<file path="src/rtl/swmp_pkg.sv">
// ----------------------------------------------------------------------------
// swmp_pkg
// Shared widths, reset values and types of the sliding window min/peak filter.
// ----------------------------------------------------------------------------
`default_nettype none

package swmp_pkg;

	localparam int PIX_W = 8;
	localparam int WS_W  = 6;

	localparam logic [WS_W-1:0] WS_RESET = 6'd11;
	localparam logic [PIX_W-1:0] PIX_MAX = 8'hFF;

	typedef logic [PIX_W-1:0] pixel_t;
	typedef logic [WS_W-1:0]  win_size_t;

	// emit: word yields a result; clr: word clears the peak first
	typedef struct packed {
		logic emit;
		logic clr;
	} ctl_t;

endpackage

`default_nettype wire

</file>
<file path="src/rtl/swmp_if.sv">
// ----------------------------------------------------------------------------
// swmp_in_if / swmp_out_if
// Valid/ready channels for pixel words and result words.
// ----------------------------------------------------------------------------
`default_nettype none

interface swmp_in_if;
	logic            valid;
	logic            ready;
	swmp_pkg::pixel_t pixel;
	logic            row_start;
	logic            clear_peak;

	modport source (output valid, output pixel, output row_start, output clear_peak,
		input ready);
	modport sink (input valid, input pixel, input row_start, input clear_peak,
		output ready);
endinterface

interface swmp_out_if;
	logic             valid;
	logic             ready;
	swmp_pkg::pixel_t min_value;
	swmp_pkg::pixel_t peak_value;

	modport source (output valid, output min_value, output peak_value, input ready);
	modport sink (input valid, input min_value, input peak_value, output ready);
endinterface

`default_nettype wire

</file>
<file path="src/rtl/sliding_window_min_peak.sv">
// ----------------------------------------------------------------------------
// sliding_window_min_peak
// Row-wise sliding window minimum of 8-bit pixels with a running peak.
// ----------------------------------------------------------------------------
//  channel       dir  payload                          handshake
//  pixels        in   pixel, row_start, clear_peak     valid/ready
//  results       out  min_value, peak_value            valid/ready
//  window_size   in   window_size_wdata (6 bits)       window_size_we
//
//  One pixel word is taken per cycle unless a stalled result backs up the pipe.
//  The pipe is the tap register, one register per level of the minimum tree,
//  then the peak/output register. Reset clears fill count, peak and all valids;
//  window_size resets to 11. Every stage holds while its successor is full, so
//  a stalled result backs up the pipe one stage at a time.
// ----------------------------------------------------------------------------
`default_nettype none

module sliding_window_min_peak #(
	parameter int MAX_WINDOW = 32
) (
	input  wire logic                   clk,
	input  wire logic                   arst_n,
	input  wire logic                   window_size_we,
	input  wire swmp_pkg::win_size_t    window_size_wdata,
	swmp_in_if.sink                     pixels,
	swmp_out_if.source                  results
);

	localparam int W  = swmp_pkg::PIX_W;
	localparam int L  = (MAX_WINDOW > 1) ? $clog2(MAX_WINDOW) : 1;
	localparam int P  = 1 << L;
	localparam int FW = $clog2(MAX_WINDOW + 1);
	localparam int CW = (FW > swmp_pkg::WS_W) ? FW : swmp_pkg::WS_W;

	swmp_pkg::win_size_t  window_size_q;
	logic [CW-1:0]        ws_ext;
	logic [CW-1:0]        win_eff;
	logic [(2*P-1)*W-1:0] tree_bus;
	logic [L:0]           lvl_valid;
	logic [L:0]           lvl_ready;
	swmp_pkg::ctl_t       lvl_ctl [L+1];

	always_ff @(posedge clk or negedge arst_n) begin
		if (!arst_n) begin
			window_size_q <= swmp_pkg::WS_RESET;
		end else if (window_size_we) begin
			window_size_q <= window_size_wdata;
		end
	end

	assign ws_ext  = CW'(window_size_q);
	assign win_eff = (window_size_q == '0) ? CW'(1) :
		(ws_ext > CW'(MAX_WINDOW)) ? CW'(MAX_WINDOW) : ws_ext;

	swmp_window #(
		.MAX_WINDOW (MAX_WINDOW),
		.P          (P),
		.CW         (CW)
	) u_window (
		.clk       (clk),
		.arst_n    (arst_n),
		.pixels    (pixels),
		.win_size  (win_eff),
		.out_valid (lvl_valid[0]),
		.out_ready (lvl_ready[0]),
		.out_ctl   (lvl_ctl[0]),
		.out_data  (tree_bus[P*W-1:0])
	);

	genvar i;
	generate
		for (i = 0; i < L; i++) begin : g_lvl
			localparam int N    = P >> i;
			localparam int OFS  = (2*P - 2*N) * W;
			localparam int OFS2 = (2*P - N) * W;
			swmp_min_stage #(
				.N (N)
			) u_stage (
				.clk       (clk),
				.arst_n    (arst_n),
				.in_valid  (lvl_valid[i]),
				.in_ready  (lvl_ready[i]),
				.in_ctl    (lvl_ctl[i]),
				.in_data   (tree_bus[OFS +: N*W]),
				.out_valid (lvl_valid[i+1]),
				.out_ready (lvl_ready[i+1]),
				.out_ctl   (lvl_ctl[i+1]),
				.out_data  (tree_bus[OFS2 +: (N/2)*W])
			);
		end
	endgenerate

	swmp_peak u_peak (
		.clk      (clk),
		.arst_n   (arst_n),
		.in_valid (lvl_valid[L]),
		.in_ready (lvl_ready[L]),
		.in_ctl   (lvl_ctl[L]),
		.in_min   (tree_bus[(2*P-2)*W +: W]),
		.results  (results)
	);

endmodule

`default_nettype wire

</file>
<file path="src/rtl/swmp_window.sv">
// ----------------------------------------------------------------------------
// swmp_window
// Pixel shift line, row fill count and masked tap register feeding the tree.
// ----------------------------------------------------------------------------
`default_nettype none

module swmp_window #(
	parameter int MAX_WINDOW = 32,
	parameter int P          = 32,
	parameter int CW         = 6
) (
	input  wire logic                        clk,
	input  wire logic                        arst_n,
	swmp_in_if.sink                          pixels,
	input  wire logic [CW-1:0]               win_size,
	output logic                             out_valid,
	input  wire logic                        out_ready,
	output swmp_pkg::ctl_t                   out_ctl,
	output logic [P*swmp_pkg::PIX_W-1:0]     out_data
);

	swmp_pkg::pixel_t win_q [MAX_WINDOW];
	swmp_pkg::pixel_t taps  [MAX_WINDOW];
	logic [CW-1:0]    fill_q;
	logic [CW-1:0]    fill_base;
	logic [CW-1:0]    fill_next;
	logic             emit;
	logic             fire;
	logic             valid_s1;
	swmp_pkg::ctl_t   ctl_s1;
	logic [P*swmp_pkg::PIX_W-1:0] data_s1;
	logic [P*swmp_pkg::PIX_W-1:0] data_d;

	assign pixels.ready = !valid_s1 || out_ready;
	assign fire         = pixels.valid && pixels.ready;

	assign fill_base = pixels.row_start ? '0 : fill_q;
	assign fill_next = (fill_base == CW'(MAX_WINDOW)) ? fill_base : fill_base + CW'(1);
	assign emit      = (fill_next >= win_size);

	always_comb begin
		taps[0] = pixels.pixel;
		for (int k = 1; k < MAX_WINDOW; k++) begin
			taps[k] = win_q[k-1];
		end
	end

	genvar g;
	generate
		for (g = 0; g < P; g++) begin : g_tap
			if (g < MAX_WINDOW) begin : g_live
				assign data_d[g*swmp_pkg::PIX_W +: swmp_pkg::PIX_W] =
					(CW'(g) < win_size) ? taps[g] : swmp_pkg::PIX_MAX;
			end else begin : g_pad
				assign data_d[g*swmp_pkg::PIX_W +: swmp_pkg::PIX_W] = swmp_pkg::PIX_MAX;
			end
		end
	endgenerate

	always_ff @(posedge clk or negedge arst_n) begin
		if (!arst_n) begin
			fill_q   <= '0;
			valid_s1 <= 1'b0;
		end else begin
			if (fire) begin
				fill_q <= fill_next;
			end
			if (pixels.ready) begin
				valid_s1 <= fire && (emit || pixels.clear_peak);
			end
		end
	end

	always_ff @(posedge clk) begin
		if (fire) begin
			for (int k = 0; k < MAX_WINDOW; k++) begin
				win_q[k] <= taps[k];
			end
			data_s1     <= data_d;
			ctl_s1.emit <= emit;
			ctl_s1.clr  <= pixels.clear_peak;
		end
	end

	assign out_valid = valid_s1;
	assign out_ctl   = ctl_s1;
	assign out_data  = data_s1;

endmodule

`default_nettype wire

</file>
<file path="src/rtl/swmp_min_stage.sv">
// ----------------------------------------------------------------------------
// swmp_min_stage
// One registered level of the minimum tree: pairs of N inputs reduce to N/2.
// ----------------------------------------------------------------------------
`default_nettype none

module swmp_min_stage #(
	parameter int N = 2
) (
	input  wire logic                              clk,
	input  wire logic                              arst_n,
	input  wire logic                              in_valid,
	output logic                                   in_ready,
	input  wire swmp_pkg::ctl_t                    in_ctl,
	input  wire logic [N*swmp_pkg::PIX_W-1:0]      in_data,
	output logic                                   out_valid,
	input  wire logic                              out_ready,
	output swmp_pkg::ctl_t                         out_ctl,
	output logic [(N/2)*swmp_pkg::PIX_W-1:0]       out_data
);

	localparam int W = swmp_pkg::PIX_W;

	logic                        valid_q;
	swmp_pkg::ctl_t              ctl_q;
	logic [(N/2)*W-1:0]          data_q;
	logic [(N/2)*W-1:0]          data_d;

	assign in_ready = !valid_q || out_ready;

	always_comb begin
		for (int j = 0; j < N/2; j++) begin
			data_d[j*W +: W] = (in_data[2*j*W +: W] < in_data[(2*j+1)*W +: W]) ?
				in_data[2*j*W +: W] : in_data[(2*j+1)*W +: W];
		end
	end

	always_ff @(posedge clk or negedge arst_n) begin
		if (!arst_n) begin
			valid_q <= 1'b0;
		end else if (in_ready) begin
			valid_q <= in_valid;
		end
	end

	always_ff @(posedge clk) begin
		if (in_ready && in_valid) begin
			ctl_q  <= in_ctl;
			data_q <= data_d;
		end
	end

	assign out_valid = valid_q;
	assign out_ctl   = ctl_q;
	assign out_data  = data_q;

endmodule

`default_nettype wire

</file>
<file path="src/rtl/swmp_peak.sv">
// ----------------------------------------------------------------------------
// swmp_peak
// Running peak of emitted minima and the result output register.
// ----------------------------------------------------------------------------
`default_nettype none

module swmp_peak (
	input  wire logic             clk,
	input  wire logic             arst_n,
	input  wire logic             in_valid,
	output logic                  in_ready,
	input  wire swmp_pkg::ctl_t   in_ctl,
	input  wire swmp_pkg::pixel_t in_min,
	swmp_out_if.source            results
);

	swmp_pkg::pixel_t peak_q;
	swmp_pkg::pixel_t peak_base;
	swmp_pkg::pixel_t peak_new;
	logic             valid_q;
	swmp_pkg::pixel_t min_q;
	swmp_pkg::pixel_t peak_out_q;
	logic             take;

	assign in_ready  = !valid_q || results.ready;
	assign take      = in_valid && in_ready;
	assign peak_base = in_ctl.clr ? '0 : peak_q;
	assign peak_new  = (in_min > peak_base) ? in_min : peak_base;

	always_ff @(posedge clk or negedge arst_n) begin
		if (!arst_n) begin
			peak_q  <= '0;
			valid_q <= 1'b0;
		end else begin
			if (take) begin
				peak_q <= in_ctl.emit ? peak_new : peak_base;
			end
			if (in_ready) begin
				valid_q <= take && in_ctl.emit;
			end
		end
	end

	always_ff @(posedge clk) begin
		if (take && in_ctl.emit) begin
			min_q      <= in_min;
			peak_out_q <= peak_new;
		end
	end

	assign results.valid      = valid_q;
	assign results.min_value  = min_q;
	assign results.peak_value = peak_out_q;

endmodule

`default_nettype wire
</file>
<file path="src/flat_wrapper.sv">
// flat-port wrapper written by rule: the top's interface ports become plain ports
module sliding_window_min_peak_flat 
#(
	parameter int MAX_WINDOW = 32
)
  (clk, arst_n, window_size_we, window_size_wdata, pixels_valid, pixels_pixel, pixels_row_start, pixels_clear_peak, pixels_ready, results_valid, results_min_value, results_peak_value, results_ready);
  swmp_in_if pixels_i ();
  swmp_out_if results_i ();
  input  wire logic clk;
  input  wire logic arst_n;
  input  wire logic window_size_we;
  input  wire swmp_pkg::win_size_t window_size_wdata;
  input wire logic [$bits(pixels_i.valid)-1:0] pixels_valid;
  input wire logic [$bits(pixels_i.pixel)-1:0] pixels_pixel;
  input wire logic [$bits(pixels_i.row_start)-1:0] pixels_row_start;
  input wire logic [$bits(pixels_i.clear_peak)-1:0] pixels_clear_peak;
  output wire logic [$bits(pixels_i.ready)-1:0] pixels_ready;
  output wire logic [$bits(results_i.valid)-1:0] results_valid;
  output wire logic [$bits(results_i.min_value)-1:0] results_min_value;
  output wire logic [$bits(results_i.peak_value)-1:0] results_peak_value;
  input wire logic [$bits(results_i.ready)-1:0] results_ready;
  assign pixels_i.valid = pixels_valid;
  assign pixels_i.pixel = pixels_pixel;
  assign pixels_i.row_start = pixels_row_start;
  assign pixels_i.clear_peak = pixels_clear_peak;
  assign pixels_ready = pixels_i.ready;
  assign results_valid = results_i.valid;
  assign results_min_value = results_i.min_value;
  assign results_peak_value = results_i.peak_value;
  assign results_i.ready = results_ready;
  sliding_window_min_peak #(.MAX_WINDOW(MAX_WINDOW)) u_core (.clk(clk), .arst_n(arst_n), .window_size_we(window_size_we), .window_size_wdata(window_size_wdata), .pixels(pixels_i), .results(results_i));
endmodule
</file>
<file path="config.mk">
export PLATFORM = sky130hd
export DESIGN_NAME = sliding_window_min_peak_flat
export DESIGN_NICKNAME = d
export VERILOG_FILES = /design/src/rtl/swmp_pkg.sv /design/src/rtl/swmp_if.sv /design/src/rtl/sliding_window_min_peak.sv /design/src/rtl/swmp_window.sv /design/src/rtl/swmp_min_stage.sv /design/src/rtl/swmp_peak.sv /design/src/flat_wrapper.sv
export SDC_FILE = /design/constraint.sdc
export NUM_CORES = 1
export LEC_CHECK = 0
export BUFFER_PORTS_ARGS = -buffer_cell sky130_fd_sc_hd__buf_2
export CORE_MARGIN = 3
export CORE_UTILIZATION = 28
export CTS_CLUSTER_DIAMETER = 150
export DETAILED_ROUTE_END_ITERATION = 8
export MAX_ROUTING_LAYER = met4
export SLEW_MARGIN = 20
export SYNTH_ARGS = -nofsm -noshare
export SYNTH_HDL_FRONTEND = slang
export SYNTH_SLANG_ARGS = --single-unit
</file>
<file path="constraint.sdc">
create_clock -name clk -period 21.4 [get_ports clk]
set_input_delay 1.07 -clock clk [delete_from_list [all_inputs] [get_ports clk]]
set_output_delay 1.07 -clock clk [all_outputs]
set_load 0.03 [all_outputs]
</file>
==> summary.md <==
| Metric | Value |
|---|---|
| Outcome | completed |
| Drt pass-1 iters | 5 |
| Vias | 17,500 |
| Critical path class | input pin to flop |
| Yosys top cell by area | edfxtp_1 |
| R2r setup slk | approximately 17,000 ps |
| Initial antenna violation count | 3 |
| GPL Wtd Cong | 0.742 |
| Slew HR | 28.0% |
| Post-synthesis sequential area ratio | 68.2% |
| Total power | 0.00382 W |
| Min Clock Period, post-route | 4610 ps |
| Ys flop type | edfxtp_1 |
| FMAX | 0.217 GHz |
| CTS Buf Count | 79 |
| Worst R2R Path Depth | 7 |
| Leakage | 15.0 nW |
| Post-synth cell types | 48 |
| Number of global-route vias before repair | 17,700 |
| Final period util | 21.5% |
| Root buf cell | clkbuf_16 |
| FFs w/ async S/R, synth | 3.35% |
| Grt ovf | 0 |
| #FFs+latches synth | 807 |
| Net count, final | 2,691 |
| Final hold vios | 0 |
| CTS Buffer Depth | 3 |
| Synth Cell Area | 0.0354 mm² |
| CTS sink cnt | between 800 and 900 |
| Starting DRT DRC Count | 938 |
| Critical path endpoint | u_core.u_window.win_q[0][4] |
| Worst Max-Slew Pin Slew | approximately 1100 ps |
| Final setup viols | 0 |
| Power per cell area | approximately 95 mW/mm² |
| Critical path, cell by cell | buf_2 > and4b_1 > nand2_1 > nand2_2 > inv_8 > buf_4 > buf_4 > buf_4 |
| Syn nets | 2,583 |
| Worst-path clk slew | 60 ps |
| Critical path peak fanout | about 140 |
| Hold Crit Class | flop to flop |
| Synth top cells by count | edfxtp_1 (780), mux2_2 (256), ha_1 (233), inv_1 (230), or2_2 (146) |
| Via density | 4.24 |
| Most common cell in the synthesized netlist | edfxtp_1 |
| Final Max Tran Viols | 0 |
| Max stage delay on crit path | 800 ps |
| R2R Path End | u_core.u_window.win_q[0][4] |
| Clk Latency, worst-skew pair | between 600 and 700 ps |
| Initial core utilization | 28.4% |
| FF-to-FF Start | u_core.g_lvl[4].u_stage.out_valid |
| Final HPWL DP | 42.6 mm |
| Row Count | 129 |
| Setup Fix Bufs, Post-CTS | 0 |
| Die ar. | 0.131 mm² |
| Input/output buffers | 38 |
| Maximum number of pins on one net before global-route repair | 136 |
| Io pins | 39 |
| Maximum vdd ir drop | 0.0000622 V |
| Layout area overhead | 13.1% |
| Fin Setup TNS | 0 ps |
| Synth top area share | 66.2% |
| WP data arrival | 4870 ps |
| Share of layout cells above drive strength 1 | 24.4% |
| Max-Cap Viols | 0 |
| Ys Warns | 0 |
| Antenna Nets Post-Route | 0 |
| CP Data Required Time | approximately 22,000 ps |
| Drt wl/cell | 14.8 µm |
| RSZ-0062 raised after global routing | no |
| CTS tree | yes |
| Number of flops mapped to enable cells by yosys | 780 |
| Core ar. | 0.125 mm² |
| Slowest library cell on the worst path | buf_4 |
| Worst setup EP type | flop |
| Drt drc | 0 |
| Layout Utilization | 32.1% |
| Hold_buf cts | 0 |
| First-pass GRT wire length | between 90 and 100 mm |
| CTS resizes | 0 |
| Top cell by count, worst path | buf_4 |
| Post-Route Skew | around 22 ps |
| H-tree depth | 3 |
| Chip height | 361 µm |
| Syn Inst Count | 2,329 |
| Avg Cell Area, Syn | 15.2 µm² |
| Die width | 361 µm |
| Post-Route WL | 61.3 mm |
| Area contributors post-synth | edfxtp_1 (66%), ha_1 (8.2%), mux2_2 (8.2%), or2_2 (2.6%), nand2b_1 (2.5%) |
| CP Launch Type | input pin |
| GR Util All Layers | 9.67% |
| Crit path from | results_ready |
==> how the worst min path moves through the flow <==
stage	startpoint	end	slack (ps)	cells past startpoint
floorplan	u_core.u_window.out_ctl[0]	u_core.g_lvl[0].u_stage.out_ctl[0]	400	0
global placement	u_core.g_lvl[3].u_stage.out_ctl[1]	u_core.g_lvl[4].u_stage.out_ctl[1]	400	0
detailed placement	u_core.g_lvl[1].u_stage.out_ctl[1]	u_core.g_lvl[2].u_stage.out_ctl[1]	400	0
CTS	u_core.g_lvl[1].u_stage.out_ctl[1]	u_core.g_lvl[2].u_stage.out_ctl[1]	420	0
global route	u_core.g_lvl[2].u_stage.out_ctl[1]	u_core.g_lvl[3].u_stage.out_ctl[1]	430	0
finish	u_core.g_lvl[1].u_stage.out_ctl[1]	u_core.g_lvl[2].u_stage.out_ctl[1]	420	0
==> per-stage QoR <==
| step | setup WS (ps) | instances | hold WS, ps | cell area (µm²) |
|---|---|---|---|---|
| 2_1_floorplan | 9070 | 2329 | 400 | 35400 |
| 3_3_place_gp | 16110 | 3993 | 401 | 37600 |
| 3_5_place_dp | 16000 | 3993 | 405 | 37600 |
| 4_1_cts | 16670 | 4136 | 417 | 40000 |
| 5_1_grt | 16360 | 4137 | 427 | 40000 |
| 6_report | 16790 | 4137 | 416 | 40000 |
==> worst max-delay path, delay by kind of cell <==
kind	cells	cell delay, ps
buf+inv	5	3040
simple gates	3	610
==> per-layer routing <==
| layer | global-route usage (%) | wire [µm] |
|---|---|---|
| met2 | 15.6 | 29300 |
| met5 | - | 0 |
| met3 | 1.49 | 2080 |
| met1 | 12.4 | 28400 |
| met4 | 3.31 | 1440 |
==> layout make-up <==
cell class | count | area (µm²)
clock inverter | 40 | 300
tap | 1637 | 2050
sequential | 807 | 24100
inverter | 231 | 875
antenna | 1 | 2.50
timing repair buffer | 47 | 262
clock buffer | 103 | 2100
multi-input combinational | 1271 | 10300
fill | 12200 | 84600
==> state kept, by name (all words and copies together) (netlist names) <==
register and cells:
u_core.g_lvl.u_stage.out_ctl 10, u_core.g_lvl.u_stage.out_valid 5, u_core.u_window.out_data 256, u_core.window_size_q 6, u_core.u_window.out_ctl 2, u_core.u_window.out_valid 1
u_core.u_peak.results.peak_value 8, u_core.u_peak.peak_q 8, u_core.u_window.fill_q 6, u_core.u_peak.results.min_value 8, u_core.u_window.win_q 248, u_core.u_peak.results.valid 1
u_core.g_lvl.u_stage.out_data 248
==> power breakdown <==
group	switching, W	internal, W	leakage, nW
registers	0.0000783	0.00193	7.70
clock network	0.000583	0.000720	1.15
logic	0.000283	0.000225	6.10
total	0.000944	0.00287	15.0
==> layout by cell type, fill, tap and decap left out, types with 38 or more instances in the layout <==
cell type / count
nor2_1: 49
buf_2: 38
ha_1: 233
o21ai_0: 39
a21oi_1: 137
nand2_1: 123
nand2b_1: 139
clkbuf_16: 79
or2_2: 146
edfxtp_1: 780
mux2_2: 256
inv_1: 229
==> kinds of logic after synthesis <==
logic type	share of synthesized area, %
and+or+nand+nor	7.66
buffers and inverters	2.72
adders and majority gates	8.24
xor gates and xnor gates	0.0743
AOI/OAI and AO/OA	4.55
muxes	8.60
DFF	68.2
(Power assumes the default switching activity.)
